==> src/lprw_pkg.sv <==
`timescale 1ns / 1ps

package lprw_pkg;

  localparam int MAX_CAPACITY_DEF = 65536;
  localparam int FIFO_DEPTH       = 2;
  localparam int NUM_DIGITS       = 20;
  localparam int CONV_STEPS       = 64;

  localparam logic [2:0] KIND_BEGIN   = 3'd0;
  localparam logic [2:0] KIND_HEADER  = 3'd1;
  localparam logic [2:0] KIND_VALUE   = 3'd2;
  localparam logic [2:0] KIND_DECIMAL = 3'd3;
  localparam logic [2:0] KIND_FINISH  = 3'd4;

  localparam logic [31:0] ABSENT_MARK = 32'hFFFF_FFFF;
  localparam logic [7:0]  ASCII_ZERO  = 8'h30;
  localparam logic [16:0] CAP_RESET   = 17'h10000;

  typedef struct packed {
    logic [2:0]                  kind;
    logic [31:0]                 len;
    logic [7:0]                  data;
    logic [NUM_DIGITS-1:0][3:0]  bcd;
    logic [4:0]                  nd;
  } cmd_t;

  typedef struct packed {
    logic [7:0]  out_byte;
    logic [15:0] byte_offset;
    logic        is_last;
    logic        is_total;
    logic [16:0] total_length;
    logic        overflowed;
  } res_t;

  typedef enum logic [1:0] {
    F_IDLE,
    F_CONV,
    F_PUSH
  } front_state_e;

  typedef enum logic {
    B_IDLE,
    B_EMIT
  } back_state_e;

  typedef enum logic [1:0] {
    EM_BYTES,
    EM_VALUE,
    EM_TOTAL
  } emit_mode_e;

endpackage

==> src/lprw_front.sv <==
`timescale 1ns / 1ps

module lprw_front
  import lprw_pkg::*;
(
  input  logic         clk_i,
  input  logic         rst_ni,
  input  logic         in_valid_i,
  output logic         in_ready_o,
  input  logic [2:0]   kind_i,
  input  logic [31:0]  record_length_i,
  input  logic [7:0]   data_byte_i,
  input  logic [63:0]  decimal_value_i,
  output logic         push_o,
  output cmd_t         push_cmd_o,
  input  logic         full_i
);

  front_state_e st_q, st_d;
  cmd_t         cmd_q, cmd_d;
  logic [63:0]  val_q, val_d;
  logic [5:0]   cnt_q, cnt_d;
  logic         accept;
  logic [NUM_DIGITS-1:0][3:0] adj;
  logic [4:0]   nd;

  assign in_ready_o = (st_q == F_IDLE);
  assign accept     = in_valid_i && in_ready_o;
  assign push_o     = (st_q == F_PUSH) && !full_i;

  always_comb begin
    st_d = st_q;
    unique case (st_q)
      F_IDLE: begin
        if (accept) begin
          st_d = (kind_i == KIND_DECIMAL) ? F_CONV : F_PUSH;
        end
      end
      F_CONV: begin
        if (cnt_q == 6'(CONV_STEPS - 1)) begin
          st_d = F_PUSH;
        end
      end
      F_PUSH: begin
        if (!full_i) begin
          st_d = F_IDLE;
        end
      end
      default: st_d = F_IDLE;
    endcase
  end

  // Shift-add-3 conversion, one binary bit per cycle, most significant first.
  always_comb begin
    for (int i = 0; i < NUM_DIGITS; i++) begin
      adj[i] = (cmd_q.bcd[i] >= 4'd5) ? cmd_q.bcd[i] + 4'd3 : cmd_q.bcd[i];
    end
  end

  always_comb begin
    nd = 5'd1;
    for (int i = 1; i < NUM_DIGITS; i++) begin
      if (cmd_q.bcd[i] != 4'd0) begin
        nd = 5'(i + 1);
      end
    end
  end

  always_comb begin
    cmd_d = cmd_q;
    val_d = val_q;
    cnt_d = cnt_q;
    if (accept) begin
      cmd_d.kind = kind_i;
      cmd_d.len  = record_length_i;
      cmd_d.data = data_byte_i;
      cmd_d.bcd  = '0;
      cmd_d.nd   = 5'd0;
      val_d      = decimal_value_i;
      cnt_d      = 6'd0;
    end else if (st_q == F_CONV) begin
      cmd_d.bcd = {adj[NUM_DIGITS-1:0]} << 1 | {{(4*NUM_DIGITS-1){1'b0}}, val_q[63]};
      val_d     = {val_q[62:0], 1'b0};
      cnt_d     = cnt_q + 6'd1;
    end
  end

  always_comb begin
    push_cmd_o    = cmd_q;
    push_cmd_o.nd = nd;
  end

  always_ff @(posedge clk_i or negedge rst_ni) begin
    if (!rst_ni) begin
      st_q  <= F_IDLE;
      cnt_q <= 6'd0;
    end else begin
      st_q  <= st_d;
      cnt_q <= cnt_d;
    end
  end

  always_ff @(posedge clk_i) begin
    cmd_q <= cmd_d;
    val_q <= val_d;
  end

endmodule

==> src/lprw_fifo.sv <==
`timescale 1ns / 1ps

module lprw_fifo
  import lprw_pkg::*;
(
  input  logic clk_i,
  input  logic rst_ni,
  input  logic push_i,
  input  cmd_t push_cmd_i,
  output logic full_o,
  input  logic pop_i,
  output cmd_t head_o,
  output logic empty_o
);

  localparam int PtrW = (FIFO_DEPTH > 1) ? $clog2(FIFO_DEPTH) : 1;
  localparam int CntW = $clog2(FIFO_DEPTH + 1);

  cmd_t            mem [FIFO_DEPTH];
  logic [PtrW-1:0] wr_q, wr_d;
  logic [PtrW-1:0] rd_q, rd_d;
  logic [CntW-1:0] cnt_q, cnt_d;

  assign full_o  = (cnt_q == CntW'(FIFO_DEPTH));
  assign empty_o = (cnt_q == '0);
  assign head_o  = mem[rd_q];

  always_comb begin
    wr_d  = wr_q;
    rd_d  = rd_q;
    cnt_d = cnt_q;
    if (push_i) begin
      wr_d = (wr_q == PtrW'(FIFO_DEPTH - 1)) ? '0 : wr_q + 1'b1;
    end
    if (pop_i) begin
      rd_d = (rd_q == PtrW'(FIFO_DEPTH - 1)) ? '0 : rd_q + 1'b1;
    end
    if (push_i && !pop_i) begin
      cnt_d = cnt_q + 1'b1;
    end else if (pop_i && !push_i) begin
      cnt_d = cnt_q - 1'b1;
    end
  end

  always_ff @(posedge clk_i or negedge rst_ni) begin
    if (!rst_ni) begin
      wr_q  <= '0;
      rd_q  <= '0;
      cnt_q <= '0;
    end else begin
      wr_q  <= wr_d;
      rd_q  <= rd_d;
      cnt_q <= cnt_d;
    end
  end

  always_ff @(posedge clk_i) begin
    if (push_i) begin
      mem[wr_q] <= push_cmd_i;
    end
  end

endmodule

==> src/lprw_back.sv <==
`timescale 1ns / 1ps

module lprw_back
  import lprw_pkg::*;
(
  input  logic        clk_i,
  input  logic        rst_ni,
  input  logic [16:0] cap_i,
  input  cmd_t        head_i,
  input  logic        empty_i,
  output logic        pop_o,
  output logic        out_valid_o,
  input  logic        out_ready_i,
  output res_t        out_o
);

  back_state_e st_q, st_d;
  logic [16:0] wp_q, wp_d;
  logic        ovf_q, ovf_d;
  logic [31:0] bl_q, bl_d;
  logic        vf_q, vf_d;
  logic [4:0]  idx_q, idx_d;
  logic [4:0]  cnt_q, cnt_d;
  emit_mode_e  mode_q, mode_d;
  logic [3:0][7:0] pfx_q, pfx_d;
  logic [NUM_DIGITS-1:0][3:0] bcd_q, bcd_d;
  logic [4:0]  nd_q, nd_d;
  logic [7:0]  dbyte_q, dbyte_d;
  logic        o_v_q, o_v_d;
  res_t        o_q, o_d;

  logic        adv, last;
  logic [33:0] sum4, sum_n;
  logic [31:0] n_sel;
  logic        pre_ok, fits;
  logic [4:0]  pos;
  logic [7:0]  cur_byte;

  assign pop_o       = (st_q == B_IDLE) && !empty_i;
  assign adv         = (st_q == B_EMIT) && (!o_v_q || out_ready_i);
  assign last        = (idx_q == cnt_q - 5'd1);
  assign out_valid_o = o_v_q;
  assign out_o       = o_q;

  assign n_sel  = (head_i.kind == KIND_DECIMAL) ? 32'(head_i.nd) : head_i.len;
  assign sum4   = 34'(wp_q) + 34'd4;
  assign sum_n  = sum4 + 34'(n_sel);
  assign pre_ok = !ovf_q && (sum4 <= 34'(cap_i));
  assign fits   = sum_n <= 34'(cap_i);

  assign pos = nd_q + 5'd3 - idx_q;

  always_comb begin
    cur_byte = 8'd0;
    unique case (mode_q)
      EM_VALUE: cur_byte = dbyte_q;
      EM_BYTES: begin
        if (idx_q < 5'd4) begin
          cur_byte = pfx_q[~idx_q[1:0]];
        end else begin
          cur_byte = ASCII_ZERO + {4'd0, bcd_q[pos]};
        end
      end
      default: cur_byte = 8'd0;
    endcase
  end

  always_comb begin
    st_d = st_q;
    unique case (st_q)
      B_IDLE: begin
        if (pop_o && (cnt_d != 5'd0)) begin
          st_d = B_EMIT;
        end
      end
      B_EMIT: begin
        if (adv && last) begin
          st_d = B_IDLE;
        end
      end
      default: st_d = B_IDLE;
    endcase
  end

  always_comb begin
    wp_d    = wp_q;
    ovf_d   = ovf_q;
    bl_d    = bl_q;
    vf_d    = vf_q;
    idx_d   = idx_q;
    cnt_d   = 5'd0;
    mode_d  = mode_q;
    pfx_d   = pfx_q;
    bcd_d   = bcd_q;
    nd_d    = nd_q;
    dbyte_d = dbyte_q;
    o_v_d   = o_v_q;
    o_d     = o_q;
    if (st_q == B_EMIT) begin
      cnt_d = cnt_q;
    end
    if (pop_o) begin
      idx_d = 5'd0;
      unique case (head_i.kind)
        KIND_BEGIN: begin
          wp_d  = 17'd0;
          ovf_d = 1'b0;
          bl_d  = 32'd0;
          vf_d  = 1'b0;
        end
        KIND_HEADER: begin
          bl_d   = 32'd0;
          vf_d   = 1'b0;
          mode_d = EM_BYTES;
          pfx_d  = (head_i.len == 32'd0) ? ABSENT_MARK : head_i.len;
          if (head_i.len == ABSENT_MARK) begin
            ovf_d = 1'b1;
          end else begin
            if (head_i.len != 32'd0) begin
              bl_d = head_i.len;
            end
            if (!pre_ok) begin
              ovf_d = 1'b1;
            end else begin
              cnt_d = 5'd4;
              if (head_i.len != 32'd0) begin
                vf_d = fits;
                if (!fits) begin
                  ovf_d = 1'b1;
                end
              end
            end
          end
        end
        KIND_VALUE: begin
          mode_d  = EM_VALUE;
          dbyte_d = head_i.data;
          if (bl_q != 32'd0) begin
            bl_d = bl_q - 32'd1;
            if (vf_q && !ovf_q) begin
              cnt_d = 5'd1;
            end
            if (bl_q == 32'd1) begin
              vf_d = 1'b0;
            end
          end
        end
        KIND_DECIMAL: begin
          bl_d   = 32'd0;
          vf_d   = 1'b0;
          mode_d = EM_BYTES;
          pfx_d  = 32'(head_i.nd);
          bcd_d  = head_i.bcd;
          nd_d   = head_i.nd;
          if (!pre_ok) begin
            ovf_d = 1'b1;
          end else if (fits) begin
            cnt_d = 5'd4 + head_i.nd;
          end else begin
            cnt_d = 5'd4;
            ovf_d = 1'b1;
          end
        end
        KIND_FINISH: begin
          mode_d = EM_TOTAL;
          cnt_d  = 5'd1;
        end
        default: begin
          cnt_d = 5'd0;
        end
      endcase
    end
    if (adv) begin
      o_v_d   = 1'b1;
      o_d.is_last = last;
      idx_d   = idx_q + 5'd1;
      if (mode_q == EM_TOTAL) begin
        o_d.out_byte     = 8'd0;
        o_d.byte_offset  = 16'd0;
        o_d.is_total     = 1'b1;
        o_d.total_length = ovf_q ? 17'd0 : wp_q;
        o_d.overflowed   = ovf_q;
      end else begin
        o_d.out_byte     = cur_byte;
        o_d.byte_offset  = wp_q[15:0];
        o_d.is_total     = 1'b0;
        o_d.total_length = 17'd0;
        o_d.overflowed   = 1'b0;
        wp_d             = wp_q + 17'd1;
      end
    end else if (out_ready_i) begin
      o_v_d = 1'b0;
    end
  end

  always_ff @(posedge clk_i or negedge rst_ni) begin
    if (!rst_ni) begin
      st_q  <= B_IDLE;
      wp_q  <= 17'd0;
      ovf_q <= 1'b0;
      bl_q  <= 32'd0;
      vf_q  <= 1'b0;
      idx_q <= 5'd0;
      cnt_q <= 5'd0;
      o_v_q <= 1'b0;
    end else begin
      st_q  <= st_d;
      wp_q  <= wp_d;
      ovf_q <= ovf_d;
      bl_q  <= bl_d;
      vf_q  <= vf_d;
      idx_q <= idx_d;
      cnt_q <= cnt_d;
      o_v_q <= o_v_d;
    end
  end

  always_ff @(posedge clk_i) begin
    mode_q  <= mode_d;
    pfx_q   <= pfx_d;
    bcd_q   <= bcd_d;
    nd_q    <= nd_d;
    dbyte_q <= dbyte_d;
    o_q     <= o_d;
  end

  // A record whose value is being written can never coexist with overflow.
  a_fits_no_ovf : assert property (@(posedge clk_i) disable iff (!rst_ni)
    vf_q |-> !ovf_q)
    else $error("value_fits set while overflow is set");

  a_fits_needs_bytes : assert property (@(posedge clk_i) disable iff (!rst_ni)
    (bl_q == 32'd0) |-> !vf_q)
    else $error("value_fits set with no value bytes pending");

  a_emit_in_range : assert property (@(posedge clk_i) disable iff (!rst_ni)
    (st_q == B_EMIT) |-> (idx_q < cnt_q))
    else $error("emit index beyond planned count");

  a_no_pop_while_emit : assert property (@(posedge clk_i) disable iff (!rst_ni)
    (st_q == B_EMIT) |-> !pop_o)
    else $error("command taken while results are pending");

endmodule

==> src/length_prefixed_record_writer.sv <==
`timescale 1ns / 1ps

// Channel   Direction  tdata / tuser contents
// s_axis    in         tdata: record_length, data_byte, decimal_value; tuser: kind
// m_axis    out        tdata: out_byte, byte_offset, total_length, overflowed;
//                      tuser: is_total; tlast: is_last
// apb       in/out     register 0 at byte address 0: capacity
//
// The front takes one item at a time and accepts the next only once the last is
// queued; a decimal item first goes through shift-add-3 conversion, then is queued.
// The back pops a command while idle and then emits its result bytes in order,
// so a header yields at most four bytes and a decimal record at most 24.
// Reset clears all record state and sets capacity to 65536; no clearing pass.
// A result that is not taken stalls the back in the output register; the queue
// then fills and the front stops accepting items.

module length_prefixed_record_writer
  import lprw_pkg::*;
#(
  parameter int MAX_CAPACITY = MAX_CAPACITY_DEF
) (
  input  logic         clk_i,
  input  logic         rst_ni,
  input  logic         s_axis_tvalid,
  output logic         s_axis_tready,
  input  logic [103:0] s_axis_tdata,  // record_length, data_byte, decimal_value
  input  logic [2:0]   s_axis_tuser,  // kind
  output logic         m_axis_tvalid,
  input  logic         m_axis_tready,
  output logic [47:0]  m_axis_tdata,  // out_byte, byte_offset, total_length, overflowed
  output logic         m_axis_tuser,  // is_total
  output logic         m_axis_tlast,
  input  logic         psel,
  input  logic         penable,
  input  logic         pwrite,
  input  logic [2:0]   paddr,
  input  logic [31:0]  pwdata,
  output logic [31:0]  prdata,
  output logic         pready
);

  logic [16:0] cap_q, cap_d;
  logic [16:0] cap_eff;
  logic        push, full, pop, empty;
  cmd_t        push_cmd, head;
  res_t        res;

  assign pready  = 1'b1;
  assign prdata  = (paddr[2] == 1'b0) ? {15'd0, cap_q} : 32'd0;
  assign cap_eff = (34'(cap_q) > 34'(MAX_CAPACITY)) ? 17'(MAX_CAPACITY) : cap_q;

  always_comb begin
    cap_d = cap_q;
    if (psel && penable && pwrite && pready && (paddr[2] == 1'b0)) begin
      cap_d = pwdata[16:0];
    end
  end

  always_ff @(posedge clk_i or negedge rst_ni) begin
    if (!rst_ni) begin
      cap_q <= CAP_RESET;
    end else begin
      cap_q <= cap_d;
    end
  end

  lprw_front u_front (
    .clk_i           (clk_i),
    .rst_ni          (rst_ni),
    .in_valid_i      (s_axis_tvalid),
    .in_ready_o      (s_axis_tready),
    .kind_i          (s_axis_tuser),
    .record_length_i (s_axis_tdata[31:0]),
    .data_byte_i     (s_axis_tdata[39:32]),
    .decimal_value_i (s_axis_tdata[103:40]),
    .push_o          (push),
    .push_cmd_o      (push_cmd),
    .full_i          (full)
  );

  lprw_fifo u_fifo (
    .clk_i      (clk_i),
    .rst_ni     (rst_ni),
    .push_i     (push),
    .push_cmd_i (push_cmd),
    .full_o     (full),
    .pop_i      (pop),
    .head_o     (head),
    .empty_o    (empty)
  );

  lprw_back u_back (
    .clk_i       (clk_i),
    .rst_ni      (rst_ni),
    .cap_i       (cap_eff),
    .head_i      (head),
    .empty_i     (empty),
    .pop_o       (pop),
    .out_valid_o (m_axis_tvalid),
    .out_ready_i (m_axis_tready),
    .out_o       (res)
  );

  assign m_axis_tdata = {6'd0, res.overflowed, res.total_length, res.byte_offset,
                         res.out_byte};
  assign m_axis_tuser = res.is_total;
  assign m_axis_tlast = res.is_last;

endmodule
==> config.mk <==
export PLATFORM = sky130hd
export DESIGN_NAME = length_prefixed_record_writer
export DESIGN_NICKNAME = d
export VERILOG_FILES = /design/src/lprw_pkg.sv /design/src/lprw_front.sv /design/src/lprw_fifo.sv /design/src/lprw_back.sv /design/src/length_prefixed_record_writer.sv
export SDC_FILE = /design/constraint.sdc
export NUM_CORES = 1
export LEC_CHECK = 0
export BUFFER_PORTS_ARGS = -buffer_cell sky130_fd_sc_hd__buf_2
export CORE_MARGIN = 2
export CORE_UTILIZATION = 55
export DETAILED_ROUTE_END_ITERATION = 6
export GPL_TIMING_DRIVEN = 0
export PLACE_DENSITY = 0.78
export SYNTH_ARGS = -nofsm -noshare
export SYNTH_HDL_FRONTEND = slang
export SYNTH_SLANG_ARGS = --single-unit
export TNS_END_PERCENT = 10
==> constraint.sdc <==
create_clock -name clk_i -period 6.81 [get_ports clk_i]
set_input_delay 1.0215 -clock clk_i [delete_from_list [all_inputs] [get_ports clk_i]]
set_output_delay 1.0215 -clock clk_i [all_outputs]
set_load 0.02 [all_outputs]
==> metrics.md <==
| Metric | Value |
|---|---|
| Status | `finished clean` |
| Tmin final | `6521 ps` |
| Initial Util | `0.5547` |
| Antenna violations before repair | `0` |
| Mapped Avg Cell Area | `12.04 sq um` |
| Final GP Congestion | `0.9611` |
| DR vias | `23275` |
| Max_slew headroom | `0.08280` |
| Area delta synth->final | `16.33%` |
| Die Ht | `247.8 um` |
| MaxCap Viol Count | `0` |
| Total Routing Usage GR | `0.2742` |
| Critical path depth in cells | `28` |
| Hold slack | `roughly 340 ps` |
| Starting DRT DRC Count | `2570` |
| Via density | `6.010` |
| TritonCTS Buffers | `71` |
| Hold Violations, Final | `0` |
| Top-Level Pins | `234` |
| Synth top area cells | `edfxtp_1, dfrtp_1, dfxtp_1` |
| Setup violators final | `0` |
| Maximum VDD drop | `296.5 uV` |
| Critical path required time | `7310 ps` |
| CTS sink count | `706` |
| Detailed placer's ending HPWL | `58280 um` |
| Post-DR wirelength/cell | `21.91 um` |
| Delay-heaviest family, CP | `simple AND/OR/NAND/NOR gates` |
| Ant diodes | `0` |
| Placed Cells | `3712` |
| Worst Skew | `33.08 ps` |
| Cts hold-fix bufs | `0` |
| Vias in the first global route | `22901` |
| Pleak | `14.37 nW` |
| Tightest Pin Transition | `around 1300 ps` |
| Post-route ant nets | `0` |
| Area fraction of the dominant cell type after synthesis | `0.4907` |
| CP Launch Type | `flop` |
| Clock transition at path regs | `60 ps` |
| Cell row count | `a little under 90` |
| Hold WC Path Type | `in2async` |
| Post-synth top area cell | `edfxtp_1` |
| First-pass DRT Iterations | `7` |
| Detailed Route WL | `84870 um` |
| Seq/Total Area, Yosys | `0.6102` |
| Critical path's slowest cell | `mux2i_1` |
| CP peak stage delay | `1010 ps` |
| TritonCTS clock tree | `built` |
| Period utilization | `0.9576` |
| Worst path most repeated cell | `buf_12` |
| Total grt overflow | `0` |
| Cell count after synthesis | `2715` |
| Pwr/cell area | `429.4 nW/um^2` |
| Filler-free cell count of the finished design | `3873` |
| Worst setup EP type | `flop` |
| Synthesis-stage register bit count | `around 710` |
| FF-to-FF path depth | `28` |
| Pin count of the biggest net entering global routing | `between 60 and 70` |
| Arrival time worst endpoint | `between 7000 and 8000 ps` |
| Root Buffer | `clkbuf_16` |
| Most common cell after layout, fill and taps aside | `edfxtp_1` |
| Post-synth EDFFs | `534` |
| Residual DRC | `0` |
| Layout cell share with drive strength beyond 1 | `0.1955` |
| # H-tree levels | `3` |
| Synth warnings | `0` |
| Clock Path Buffers | `3` |
| F_max | `between 0.15 and 0.2 GHz` |
| WS Path Type | `reg2reg` |
| Max Slew Vio Count | `0` |
| Die X | `247.8 um` |
| Placeable core area | `58910 sq um` |
| Mapped Area | `between 30000 and 40000 sq um` |
| # port buffers | `a little under 200` |
| Buf/Inv on CP | `3` |
| Nets@finish | `3292` |
| First-pass GRT wire length | `128300 um` |
| Commonest non-fill, non-tap cells in the layout | `edfxtp_1, nand2_1, buf_2` |
| Area of the die | `just over 60000 sq um` |
| Worst skew pair latency | `~630 ps` |
| CP Max Fanout | `10` |
| Netlist cell types | `88` |
| Fraction of registers with async set or reset after synthesis | `0.1303` |
| Predominant post-synthesis flop cell | `edfxtp_1` |
-- Yosys cell counts (8+ instances only) --
master      n
a211oi_1   11
a21o_1     11
a21oi_1   159
a22o_1      9
a31oi_1    18
and2_1     24
and3_1     29
buf_1      20
buf_2      11
buf_4      26
clkbuf_1   80
dfrtp_1    91
dfxtp_1    80
edfxtp_1  534
ha_1      100
inv_1      75
mux2_2    117
mux2i_1    32
mux4_2     32
nand2_1   334
nand2b_1   35
nand3_1   102
nand4_1    25
nor2_1    189
nor2b_1    25
nor3_1     37
nor3b_1    10
nor4_1     26
o211ai_1    8
o21ai_0   204
o22ai_1    14
o32ai_1    21
or3_1       9
xnor2_1    59
xor2_1     37
-- metal layers --
metal,routed length (um),GRT usage,share of wire,vias to the layer above
met3,5553,0.04531,0.065,251
met2,43030,0.4756,0.51,1054
li1,-,-,-,10636
met4,3770,0.1229,0.044,0
met1,32520,0.3381,0.38,11334
met5,0,0,0,-
-- where the power goes --
| part | switching, W | internal, W |
|---|---|---|
| clock network | 0.00170 | 0.00219 |
| registers | 0.000568 | 0.00587 |
| logic | 0.00381 | 0.00218 |
| total | 0.00608 | 0.0102 |
-- per-stage QoR --
stage | worst slack, ps | cell area, sq um | total power [W] | util | TNS, ps
after floorplan | 10.64 | 32760 | 0.01010 | - | 0
after global placement | -2463 | 34700 | 0.01176 | 0.5890 | -158080
after detailed placement | -2209 | 34950 | 0.01201 | 0.5933 | -15630
after CTS | 2.006 | 37620 | 0.01608 | 0.6387 | 0
after global routing | -20.58 | 38010 | 0.01709 | 0.6453 | -33.27
final | 288.9 | 38010 | 0.01632 | 0.6453 | 0
-- kinds of logic after synthesis --
family                     synth area share
xor gates and xnor gates            0.02573
adders and majority gates           0.03982
muxes                               0.07218
AOI/OAI and AO/OA                   0.09634
other                             0.0002298
DFF                                  0.6102
buffers and inverters               0.02810
and+or+nand+nor                      0.1274
-- final timing paths --
kind                                                   startpoint                            to  slack (ps)
worst min-delay path                                       rst_ni    u_back.bl_q[4]$_DFFE_PN0P_         340
worst min register to register  u_front.push_cmd_o[109]$_DFFE_PP_  u_fifo.mem[1][109]$_DFFE_PP_         440
max in group asynchronous                                  rst_ni      u_back.wp_q[7]$_DFF_PN0_        5750
min in group clk_i              u_front.push_cmd_o[109]$_DFFE_PP_  u_fifo.mem[1][109]$_DFFE_PP_         440
worst max-delay path                      u_fifo.rd_q$_DFFE_PN0P_         u_back.st_q$_DFF_PN0_         290
worst max register to register            u_fifo.rd_q$_DFFE_PN0P_         u_back.st_q$_DFF_PN0_         290
-- registers in the layout, summed over array words and instances, names as in the netlist, 2 cells and up --
| register | flops |
|---|---|
| cap_q | 17 |
| u_back.bcd_q | 80 |
| u_back.bl_q | 32 |
| u_back.cnt_q | 5 |
| u_back.dbyte_q | 8 |
| u_back.idx_q | 5 |
| u_back.mode_q | 2 |
| u_back.nd_q | 5 |
| u_back.out_o | 44 |
| u_back.pfx_q | 32 |
| u_back.wp_q | 17 |
| u_fifo.cnt_q | 2 |
| u_fifo.mem | 256 |
| u_front.cnt_q | 6 |
| u_front.push_cmd_o | 123 |
| u_front.st_q | 2 |
| u_front.val_q | 64 |
-- layout make-up --
type,count,area [sq um]
clock inverters,33,345.3
clock buffers,99,1984
inverters,78,294.0
multi-input cells,1814,12270
fillers,4184,20900
flip-flops and latches,706,19940
well taps,773,967.2
repair buffers,238,1473
plain buffers,132,743.2
-- timing repair --
item,CTS,global route
cloned,0,1
gates resized for setup,66,51
buffers inserted,9,24
pin swaps,10,41
endpoints found under the setup margin,8,8
(Power assumes the default switching activity.)
